$ cat config.mk
export PLATFORM = sky130hd
export DESIGN_NAME = bounded_integer_set
export DESIGN_NICKNAME = d
export VERILOG_FILES = /design/src/design/bis_pkg.sv /design/src/design/bis_match.sv /design/src/design/bis_store.sv /design/src/design/bounded_integer_set.sv
export SDC_FILE = /design/constraint.sdc
export NUM_CORES = 1
export LEC_CHECK = 0
export BUFFER_PORTS_ARGS = -buffer_cell sky130_fd_sc_hd__buf_2
export CELL_PAD_IN_SITES_DETAIL_PLACEMENT = 1
export CELL_PAD_IN_SITES_GLOBAL_PLACEMENT = 2
export CORE_MARGIN = 2
export CORE_UTILIZATION = 47
export DETAILED_ROUTE_END_ITERATION = 10
export GPL_ROUTABILITY_DRIVEN = 0
export PLACE_DENSITY = 0.83
export SLEW_MARGIN = 10
export SYNTH_ARGS = -nofsm -noshare
export SYNTH_HDL_FRONTEND = slang
export SYNTH_SLANG_ARGS = --single-unit
$ cat constraint.sdc
create_clock -name clock -period 6 [get_ports clock]
set_clock_uncertainty 0.1 [all_clocks]
set_input_delay 1.2 -clock clock [delete_from_list [all_inputs] [get_ports clock]]
set_output_delay 1.2 -clock clock [all_outputs]
set_load 0.01 [all_outputs]
$ cat src/design/bis_pkg.sv
// ============================================================================
// Bounded integer set package
// Operation codes and the update command shared by the set datapath modules.
// ============================================================================
package bis_pkg;

   // Width of one stored element and of the request value.
   localparam int unsigned ELEM_WIDTH  = 32;
   // Width of the count field in a response word.
   localparam int unsigned COUNT_WIDTH = 5;

   // Operation requested by an input word.
   typedef enum logic [1:0] {
      MODE_CLEAR  = 2'd0,
      MODE_QUERY  = 2'd1,
      MODE_ADD    = 2'd2,
      MODE_REMOVE = 2'd3
   } mode_type;

   // Update command from the decision logic to the element store.
   typedef struct packed {
      logic do_clear;   // drop every element
      logic do_append;  // write the value at the first free slot
      logic do_remove;  // close the gap left by the matching element
   } upd_type;

endpackage

$ cat src/design/bis_match.sv
// ============================================================================
// Bounded integer set match unit
// Compares the request value against every live element in parallel.
// ============================================================================
module bis_match
   import bis_pkg::*;
#(
   parameter int unsigned CAPACITY = 16,
   parameter int unsigned CW       = $clog2(CAPACITY + 1)
) (
   input  logic [CAPACITY-1:0][ELEM_WIDTH-1:0] elements,
   input  logic [CW-1:0]                       count,
   input  logic [ELEM_WIDTH-1:0]               value,
   output logic                                match_any,
   output logic [CAPACITY-1:0]                 shift_mask
);

   logic [CAPACITY-1:0] match;

   // An entry takes part only if it lies below the fill count. Elements are
   // distinct, so at most one bit of match is set.
   for (genvar i = 0; i < CAPACITY; i++) begin : g_cmp
      assign match[i] = (CW'(i) < count) && (elements[i] == value);
      // Entries at and above the hit take their upper neighbor on a remove.
      assign shift_mask[i] = |match[i:0];
   end

   assign match_any = |match;

endmodule

$ cat src/design/bis_store.sv
// ============================================================================
// Bounded integer set element store
// Packed element registers and fill count, updated by append and close-gap.
// ============================================================================
module bis_store
   import bis_pkg::*;
#(
   parameter int unsigned CAPACITY = 16,
   parameter int unsigned CW       = $clog2(CAPACITY + 1)
) (
   input  logic                                clock,
   input  logic                                reset,
   input  upd_type                             upd,
   input  logic [ELEM_WIDTH-1:0]               value,
   input  logic [CAPACITY-1:0]                 shift_mask,
   output logic [CAPACITY-1:0][ELEM_WIDTH-1:0] elements,
   output logic [CW-1:0]                       count
);

   logic [CAPACITY-1:0][ELEM_WIDTH-1:0] elem_ff;
   logic [CAPACITY-1:0][ELEM_WIDTH-1:0] elem_in;
   logic [CW-1:0]                       count_ff;
   logic [CW-1:0]                       count_in;

   always_comb begin
      elem_in = elem_ff;
      for (int i = 0; i < CAPACITY; i++) begin
         if (upd.do_append && (CW'(i) == count_ff)) begin
            elem_in[i] = value;
         end else if (upd.do_remove && shift_mask[i] && (i + 1 < CAPACITY)) begin
            elem_in[i] = elem_ff[i + 1];
         end
      end
   end

   always_comb begin
      count_in = count_ff;
      if (upd.do_clear) begin
         count_in = '0;
      end else if (upd.do_append) begin
         count_in = count_ff + CW'(1);
      end else if (upd.do_remove) begin
         count_in = count_ff - CW'(1);
      end
   end

   // Element registers carry no reset: entries at or above the count are
   // never read.
   always_ff @(posedge clock) begin
      elem_ff <= elem_in;
   end

   always_ff @(posedge clock) begin
      if (reset) begin
         count_ff <= '0;
      end else begin
         count_ff <= count_in;
      end
   end

   assign elements = elem_ff;
   assign count    = count_ff;

endmodule

$ cat src/design/bounded_integer_set.sv
// ============================================================================
// Bounded integer set
// Set of up to CAPACITY distinct 32-bit integers with clear, query, add and
// remove operations, one response word per request word.
// ============================================================================
//
//   Channel   Direction  Handshake              Payload
//   req_      in         req_valid / req_ready  req_mode, req_value
//   rsp_      out        rsp_valid / rsp_ready  rsp_found, rsp_status, rsp_count
//
// A request word is captured in an input register; once the response register
// is empty or being emptied, the parallel compare, the decision and the element
// update all complete in one pass, loading the response register. A word thus
// passes through the input register and then the response register before
// rsp_valid rises. One word is accepted every cycle while rsp_ready is high.
// The element update and the response load happen at the same edge, so the
// next word always sees the result of the previous one.
// Reset empties the set and drops any word in flight.
// When the response register is full and not taken, the input register holds
// and req_ready falls once it is occupied.
//
module bounded_integer_set
   import bis_pkg::*;
#(
   parameter int unsigned CAPACITY = 16
) (
   input  logic               clock,
   input  logic               reset,
   input  logic               req_valid,
   output logic               req_ready,
   input  logic [1:0]         req_mode,
   input  logic signed [31:0] req_value,
   output logic               rsp_valid,
   input  logic               rsp_ready,
   output logic               rsp_found,
   output logic               rsp_status,
   output logic [4:0]         rsp_count
);

   // Count width: the count must be able to hold CAPACITY itself.
   localparam int unsigned CW = $clog2(CAPACITY + 1);

   // Input register.
   logic                  in_valid_ff;
   logic                  in_valid_in;
   mode_type              in_mode_ff;
   mode_type              in_mode_in;
   logic [ELEM_WIDTH-1:0] in_value_ff;
   logic [ELEM_WIDTH-1:0] in_value_in;

   // Response register.
   logic                   rsp_valid_ff;
   logic                   rsp_valid_in;
   logic                   rsp_found_ff;
   logic                   rsp_found_in;
   logic                   rsp_status_ff;
   logic                   rsp_status_in;
   logic [COUNT_WIDTH-1:0] rsp_count_ff;
   logic [COUNT_WIDTH-1:0] rsp_count_in;

   logic                                advance;
   logic [CAPACITY-1:0][ELEM_WIDTH-1:0] elements;
   logic [CW-1:0]                       count;
   logic                                match_any;
   logic [CAPACITY-1:0]                 shift_mask;
   logic                                found;
   logic                                full;
   upd_type                             upd;
   logic [CW-1:0]                       count_next;
   logic [CW+COUNT_WIDTH-1:0]           count_ext;

   // The word in the input register is processed when the response register
   // is empty or is being emptied in this cycle.
   assign advance   = in_valid_ff && (!rsp_valid_ff || rsp_ready);
   assign req_ready = !in_valid_ff || advance;

   assign in_valid_in = req_ready ? req_valid : in_valid_ff;
   assign in_mode_in  = (req_ready && req_valid) ? mode_type'(req_mode) : in_mode_ff;
   assign in_value_in = (req_ready && req_valid) ? req_value : in_value_ff;

   bis_match #(
      .CAPACITY (CAPACITY),
      .CW       (CW)
   ) u_match (
      .elements   (elements),
      .count      (count),
      .value      (in_value_ff),
      .match_any  (match_any),
      .shift_mask (shift_mask)
   );

   // Decision: clear never reports a hit; add is refused only when the value
   // is absent and the set is already at capacity.
   assign found = (in_mode_ff != MODE_CLEAR) && match_any;
   assign full  = (count == CW'(CAPACITY));

   always_comb begin
      upd.do_clear  = advance && (in_mode_ff == MODE_CLEAR);
      upd.do_append = advance && (in_mode_ff == MODE_ADD) && !found && !full;
      upd.do_remove = advance && (in_mode_ff == MODE_REMOVE) && found;
   end

   bis_store #(
      .CAPACITY (CAPACITY),
      .CW       (CW)
   ) u_store (
      .clock      (clock),
      .reset      (reset),
      .upd        (upd),
      .value      (in_value_ff),
      .shift_mask (shift_mask),
      .elements   (elements),
      .count      (count)
   );

   // Count after the operation, as the store will hold it next cycle.
   always_comb begin
      count_next = count;
      if (upd.do_clear) begin
         count_next = '0;
      end else if (upd.do_append) begin
         count_next = count + CW'(1);
      end else if (upd.do_remove) begin
         count_next = count - CW'(1);
      end
   end

   // The reported count keeps only its low five bits for large capacities.
   assign count_ext = {{COUNT_WIDTH{1'b0}}, count_next};

   assign rsp_valid_in  = advance || (rsp_valid_ff && !rsp_ready);
   assign rsp_found_in  = advance ? found : rsp_found_ff;
   assign rsp_status_in = advance ? ((in_mode_ff == MODE_ADD) && !found && full)
                                  : rsp_status_ff;
   assign rsp_count_in  = advance ? count_ext[COUNT_WIDTH-1:0] : rsp_count_ff;

   always_ff @(posedge clock) begin
      if (reset) begin
         in_valid_ff  <= 1'b0;
         rsp_valid_ff <= 1'b0;
      end else begin
         in_valid_ff  <= in_valid_in;
         rsp_valid_ff <= rsp_valid_in;
      end
   end

   always_ff @(posedge clock) begin
      in_mode_ff    <= in_mode_in;
      in_value_ff   <= in_value_in;
      rsp_found_ff  <= rsp_found_in;
      rsp_status_ff <= rsp_status_in;
      rsp_count_ff  <= rsp_count_in;
   end

   assign rsp_valid  = rsp_valid_ff;
   assign rsp_found  = rsp_found_ff;
   assign rsp_status = rsp_status_ff;
   assign rsp_count  = rsp_count_ff;

endmodule
==> run summary, run 1 <==
R2R Path End - u_store.elements[109]$_DFFE_PP_
Die Height - 263 um
Worst setup startpoint - in_value_ff[16]$_DFFE_PP_
Register area share after synthesis - 53.2%
Die X - 263 um
Initial antenna violation count - 3
Commonest non-fill, non-tap cells in the layout - edfxtp_1 (553), xor2_1 (467), mux2_2 (446), nor4_1 (178), buf_4 (73)
Top FF cell, synth - edfxtp_1
Vias - 19758
Worst EP required - 6290 ps
Dpl cell area - 32300 sq um
Status - completed
Clk root buf - clkbuf_16
Design area - 34300 sq um
# IOs - 47
Final wirelength - 97.8 mm
CTS clk-pin slew, worst paths - 60 ps
Most common cell after layout, fill and taps aside - edfxtp_1
Cell leakage power - 11.7 nW
Multi-input gate area - 13400 sq um
Crit Path Max Fanout - 32
Worst hold slack - 448 ps
Worst VDD drop - 0.260 mV
Worst setup SP type - flop
Reg area - 16700 sq um
Worst r2r src - in_value_ff[16]$_DFFE_PP_
Syn Area/Cell - 13.7 sq um
Vias per Instance - 6.14
HP Class - reg -> reg
Post-CTS Setup Bufs - 0
# fillers - 6426
Worst hold start - in_valid_ff$_SDFFE_PP0N_
Core area - 66000 sq um
Clk buf depth - 3
Placed wire-length estimate - 67.6 mm
# hold bufs at CTS - 0
Largest net degree at the start of global routing - 35
Maximum clock rate - 0.192 GHz
Crit. End Element - flop
Starting Density - 47.7%
# DRC - 0
Clock sinks - 560
DRT Pass-1 Iters - 5
Area grow syn2layout - 9.20%
Avg WL per Cell - 30.4 um
Rows - 94
Fin. max-slew vios - 0
Ys Warns - 0
Share of the clock period used by the worst path - 86.8%
GRT Total Usage - 27.9%
Async SR Flop Fraction - 0%
Initial DRC count - 1644
Gate Count Post-Synth - 2295
First-pass GRT wire length - 144 mm
Post-synth net total - 2338
Number of flops mapped to enable cells by yosys - 553
Clock network latency to the later pin of the worst-skew pair - 670 ps
Worst-Margin Slew - 1230 ps
Final setup viols - 0
Vias in the first global route - 21186
Pwr Density - 255 nW/um^2
Port Buffers - 46
Total number of H-tree levels - 2
Post-CTS sizing - 0
Synth Cell Area - 31500 sq um
Crit path time final - 5210 ps
Share of cells above drive strength 1 - 30.9%
Layout Nets - 2343
WHS Endpoint - rsp_valid$_SDFF_PP0_
FF-to-FF setup slack - 790 ps
Max Cap Viol - 0
Synth Register Bits - 560
Critical setup path kind - reg -> reg
Post-Route Setup TNS - 0 ps
Gr ovfl total - 0
TritonCTS clock tree - yes
Unrepaired setup endpoints after global routing - false
Die ar. - 69000 sq um
Worst R2R Path Depth - 10
Worst path arrival time - 5500 ps
Netlist cell types - 58
Final hold vios - 0
Relative slew slack - 17.7%
Num CTS Buffers - 61
Hold path cells - 2
DRT antenna net count - 0
-- metal layers --
metal	global-route usage, %	vias to the layer above	share of wire (%)
li1	-	8567	-
met1	35.9	10226	42
met2	47.6	743	49
met3	3.90	220	5.7
met4	11.2	2	3.8
met5	0	-	0.013
-- cell families (layout without fill, tap and decap cells) --
| kind of cell | count (synthesis) | after routing | synth area share (%) |
|---|---|---|---|
| other | 0 | 1 | 0 |
| xor gates and xnor gates | 513 | 513 | 14.3 |
| buffers and inverters | 193 | 250 | 4.39 |
| adders and majority gates | 5 | 5 | 0.199 |
| muxes | 494 | 494 | 18.0 |
| DFF | 560 | 560 | 53.2 |
| AOI/OAI and AO/OA | 31 | 31 | 0.748 |
| and+or+nand+nor | 499 | 499 | 9.13 |
-- worst max-delay path, stage by stage (launching register included) --
cell	delay, ps
edfxtp_1	1170
buf_4	400
xor2_1	260
nor4_1	120
nand3_1	100
nor4_1	70
buf_4	150
nor4b_2	410
nand4_4	390
or4_2	1280
mux2_4	470
-- power breakdown --
group	internal (W)	leakage [nW]	switching (W)	total (W)
clock network	0.00228	1.01	0.00166	0.00394
logic	0.000155	5.65	0.000371	0.000526
registers	0.00427	5.06	0.0000463	0.00431
total	0.00670	11.7	0.00208	0.00877
-- through the flow --
step | total power [W] | worst slack [ps] | utilization [%] | std cells
finish | 0.00877 | 794 | 52.0 | 3217
global placement | 0.00489 | 1010 | 48.9 | 3101
CTS | 0.00881 | 784 | 52.0 | 3216
floorplan | 0.00472 | 692 | - | 2295
global route | 0.00897 | 605 | 52.0 | 3216
detailed placement | 0.00490 | 838 | 48.9 | 3101
-- Yosys cell counts, drive strengths merged, types with 5 or more instances --
master / instances / area [sq um]
xor2: 467 / 4090
mux2i: 11 / 110
nor2: 72 / 270
nor4: 179 / 1130
buf: 147 / 1210
mux2: 483 / 5550
edfxtp: 553 / 16600
nand4b: 10 / 87.6
nand2: 48 / 180
and4: 5 / 43.8
a21oi: 6 / 30.0
nor4b: 6 / 58.8
xnor2: 46 / 403
nand4: 59 / 384
or3: 12 / 75.1
o21ai: 10 / 50.1
clkbuf: 42 / 158
ha: 5 / 62.6
nand3: 37 / 185
dfxtp: 7 / 140
nor3: 40 / 220
-- sequential cells by signal, indices dropped and copies added, names as in the netlist, 2 cells and up --
register and flops:
in_value_ff 32, rsp_count 5, in_mode_ff 2, u_store.count 5, u_store.elements 512
-- how the worst max path moves through the flow --
stage	endpoint	cells after the start
global placement	u_store.elements[99]$_DFFE_PP_	10
floorplan	u_store.elements[352]$_DFFE_PP_	10
finish	u_store.elements[109]$_DFFE_PP_	10
global route	u_store.elements[119]$_DFFE_PP_	10
detailed placement	u_store.elements[115]$_DFFE_PP_	10
CTS	u_store.elements[119]$_DFFE_PP_	10
-- cell type report --
class                           instances  share of cell area (%)
Multi-Input combinational cell       1542                    39.1
Clock buffer                           67                    4.57
Sequential cell                       560                    48.8
Timing Repair Buffer                  131                    2.97
Clock inverter                         48                    1.44
Antenna cell                            1                 0.00729
Tap cell                              864                    3.15
Inverter                                4                  0.0437
Power figures use the tool's default switching activity.
==> inputs of run 2 (changes only) <==
Settings changed: PLACE_DENSITY 0.83 to default, PLACE_DENSITY_LB_ADDON from default to 0.2.
==> run 2 against run 1 <==
Largest power group unchanged. Routed wire length up 2.2%. Sequential power about the same. Clock-buffer cell count up 20. Critical path depth down 2. Total power about the same. Sequential share of layout area down 0.19 points. First-iteration DRC count up 8.6%.
==> run summary, run 2 (synthesis gave the netlist of run 1 again) <==
Worst VDD drop - 0.216 mV (-17%)
Vias in the first global route - 21163 (-0.11%)
Worst setup startpoint - in_value_ff[31]$_DFFE_PP_
Crit path buffers/inverters - 0 (-2)
GRT Total Usage - 28.7% (+0.80 points)
Clk root buf - clkbuf_16
Clock sinks - 560 (unchanged)
Worst EP required - 6240 ps (-50 ps)
Area grow syn2layout - 9.63%
Switch share - 23.9% (+0.21 points)
Share of the clock period used by the worst path - 85.2% (-1.5 points)
Unrepaired setup endpoints after global routing - false
Fin. max-slew vios - 0 (unchanged)
Die ar. - 69000 sq um (unchanged)
# hold bufs at CTS - 0 (unchanged)
Critical setup path kind - reg -> reg
Status - completed
Port Buffers - 46 (unchanged)
Clock network latency to the later pin of the worst-skew pair - 630 ps (-40 ps)
Clock Power Share - 44.7% (-0.2 points)
DRT antenna net count - 0 (unchanged)
Pwr Density - 255 nW/um^2 (-0.36%)
Vias - 19750 (-0.040%)
# fillers - 6411 (-0.23%)
Vias per Instance - 6.11 (-0.47%)
Post-CTS sizing - 0 (unchanged)
HP Class - reg -> reg
Die Height - 263 um (unchanged)
N_diodes - 0 (-1)
Gr ovfl total - 0 (unchanged)
Largest stage delay on the critical path - 1250 ps (-30 ps)
First-pass GRT wire length - 146 mm (+1.6%)
Worst path arrival time - 5360 ps (-140 ps)
Maximum clock rate - 0.196 GHz (+1.8%)
CTS clk-pin slew, worst paths - 60 ps (about the same)
# IOs - 47 (unchanged)
Non-Filler Instances - 3231 (+0.44%)
Relative slew slack - 26.9% (+9.2 points)
Max reg flops - 512 (unchanged)
Worst r2r src - in_value_ff[31]$_DFFE_PP_
Crit. End Element - flop
Initial antenna violation count - 1 (-2)
Placed wire-length estimate - 70.3 mm (+4.1%)
Share of cells above drive strength 1 - 31.2% (+0.31 points)
Worst-Margin Slew - 1100 ps (-139 ps)
Most common cell after layout, fill and taps aside - edfxtp_1
Final hold vios - 0 (unchanged)
Comb pwr share - 6.2% (+0.2 points)
Most frequent CP cell - nor4_1
Cell leakage power - 11.8 nW (+0.75%)
Crit Path Max Fanout - 32 (unchanged)
Core area - 66000 sq um (unchanged)
Max Cap Viol - 0 (unchanged)
Rows - 94 (unchanged)
CP Cell Sequence - xor2_1 -> nor4_1 -> nand4_1 -> nor4_1 -> nor4_2 -> nand4_4 -> or4_2 -> mux2_4
CP max-delay cell - or4_2
TritonCTS clock tree - yes
Die X - 263 um (unchanged)
# DRC - 0 (unchanged)
Worst hold start - in_valid_ff$_SDFFE_PP0N_
Largest net degree at the start of global routing - 34 (-2.9%)
Initial DRC count - 1785 (+8.6%)
Post-layout util - 52.3% (+0.20 points)
Final setup viols - 0 (unchanged)
Post-Route Setup TNS - 0 ps (unchanged)
Final wirelength - 99.9 mm (+2.2%)
Post-placement cell count - 3112 (+0.35%)
Commonest non-fill, non-tap cells in the layout - edfxtp_1 (553), xor2_1 (467), mux2_2 (446), nor4_1 (178), buf_4 (79)
DRT Pass-1 Iters - 5 (unchanged)
Crit path time final - 5110 ps (-92.4 ps)
Layout Nets - 2361 (+0.77%)
Avg WL per Cell - 30.9 um (+1.7%)
Worst setup SP type - flop
Seq pwr share - 49.2% (about the same)
Crit path max-delay family - simple AND/OR/NAND/NOR gates
Num CTS Buffers - 68 (+11%)
P_sw - 0.00210 W (+0.91%)
Post-CTS Setup Bufs - 0 (unchanged)
Starting Density - 47.7% (unchanged)
Int Power - 0.00668 W (-0.24%)
Clk buf depth - 3 (unchanged)
Total number of H-tree levels - 3 (+1)
-- run 2: cell count changes in the layout (fill, tap and decap cells not counted), sizes merged --
cell      previous run  this run
buf                131       142
bufinv               9         2
clkbuf              67        87
clkinv              32        26
clkinvlp             3         0
diode                1         0
-- run 2: worst register-to-register path, delay by kind of cell (launching register included) --
kind	cells	cell delay, ps
flops	1	1070
simple gates	6	2790
mux	1	500
xor+xnor	1	390
-- run 2: area by class of cell --
type / instances / area, sq um / share of cell area [%]
clock buffers: 87 / 1840 / 5.32
clock inverters: 32 / 223 / 0.646
inverters: 4 / 15.0 / 0.0435
multi-input cells: 1542 / 13400 / 38.9
flip-flops and latches: 560 / 16700 / 48.6
well taps: 864 / 1080 / 3.14
repair buffers: 142 / 1160 / 3.37
-- run 2: final timing paths --
kind / end / slack (ps) / cells after the start
setup / recovery: u_store.elements[123]$_DFFE_PP_ / 890 / 8
hold reg to reg: rsp_valid$_SDFF_PP0_ / 450 / 2
setup reg to reg: u_store.elements[123]$_DFFE_PP_ / 890 / 8
hold / removal: rsp_valid$_SDFF_PP0_ / 450 / 2
-- run 2: per-stage QoR --
stage / setup slack, ps / total power [W] / cell area (sq um) / hold WS [ps]
floorplan: 692 / 0.00472 / 31500 / 321
global placement: 984 / 0.00491 / 32400 / 405
detailed placement: 976 / 0.00492 / 32400 / 441
CTS: 933 / 0.00882 / 34500 / 451
global route: 737 / 0.00899 / 34500 / 460
finish: 886 / 0.00878 / 34500 / 450
-- run 2: metal layers --
layer	global-route usage, %	wire (um)	vias to the layer above
met5	0	0	-
met4	9.75	3210	0
met3	3.98	5260	192
met2	48.7	49100	719
met1	37.9	42300	10229
li1	-	-	8610
-- run 2: power groups by stage --
| stage | sequential (W) | combinational, W | clock [W] |
|---|---|---|---|
| floorplan | 0.00436 | 0.000363 | 0 |
| global placement | 0.00440 | 0.000516 | 0 |
| detailed placement | 0.00440 | 0.000526 | 0 |
| CTS | 0.00432 | 0.000531 | 0.00397 |
| global route | 0.00432 | 0.000566 | 0.00410 |
| finish | 0.00432 | 0.000540 | 0.00392 |
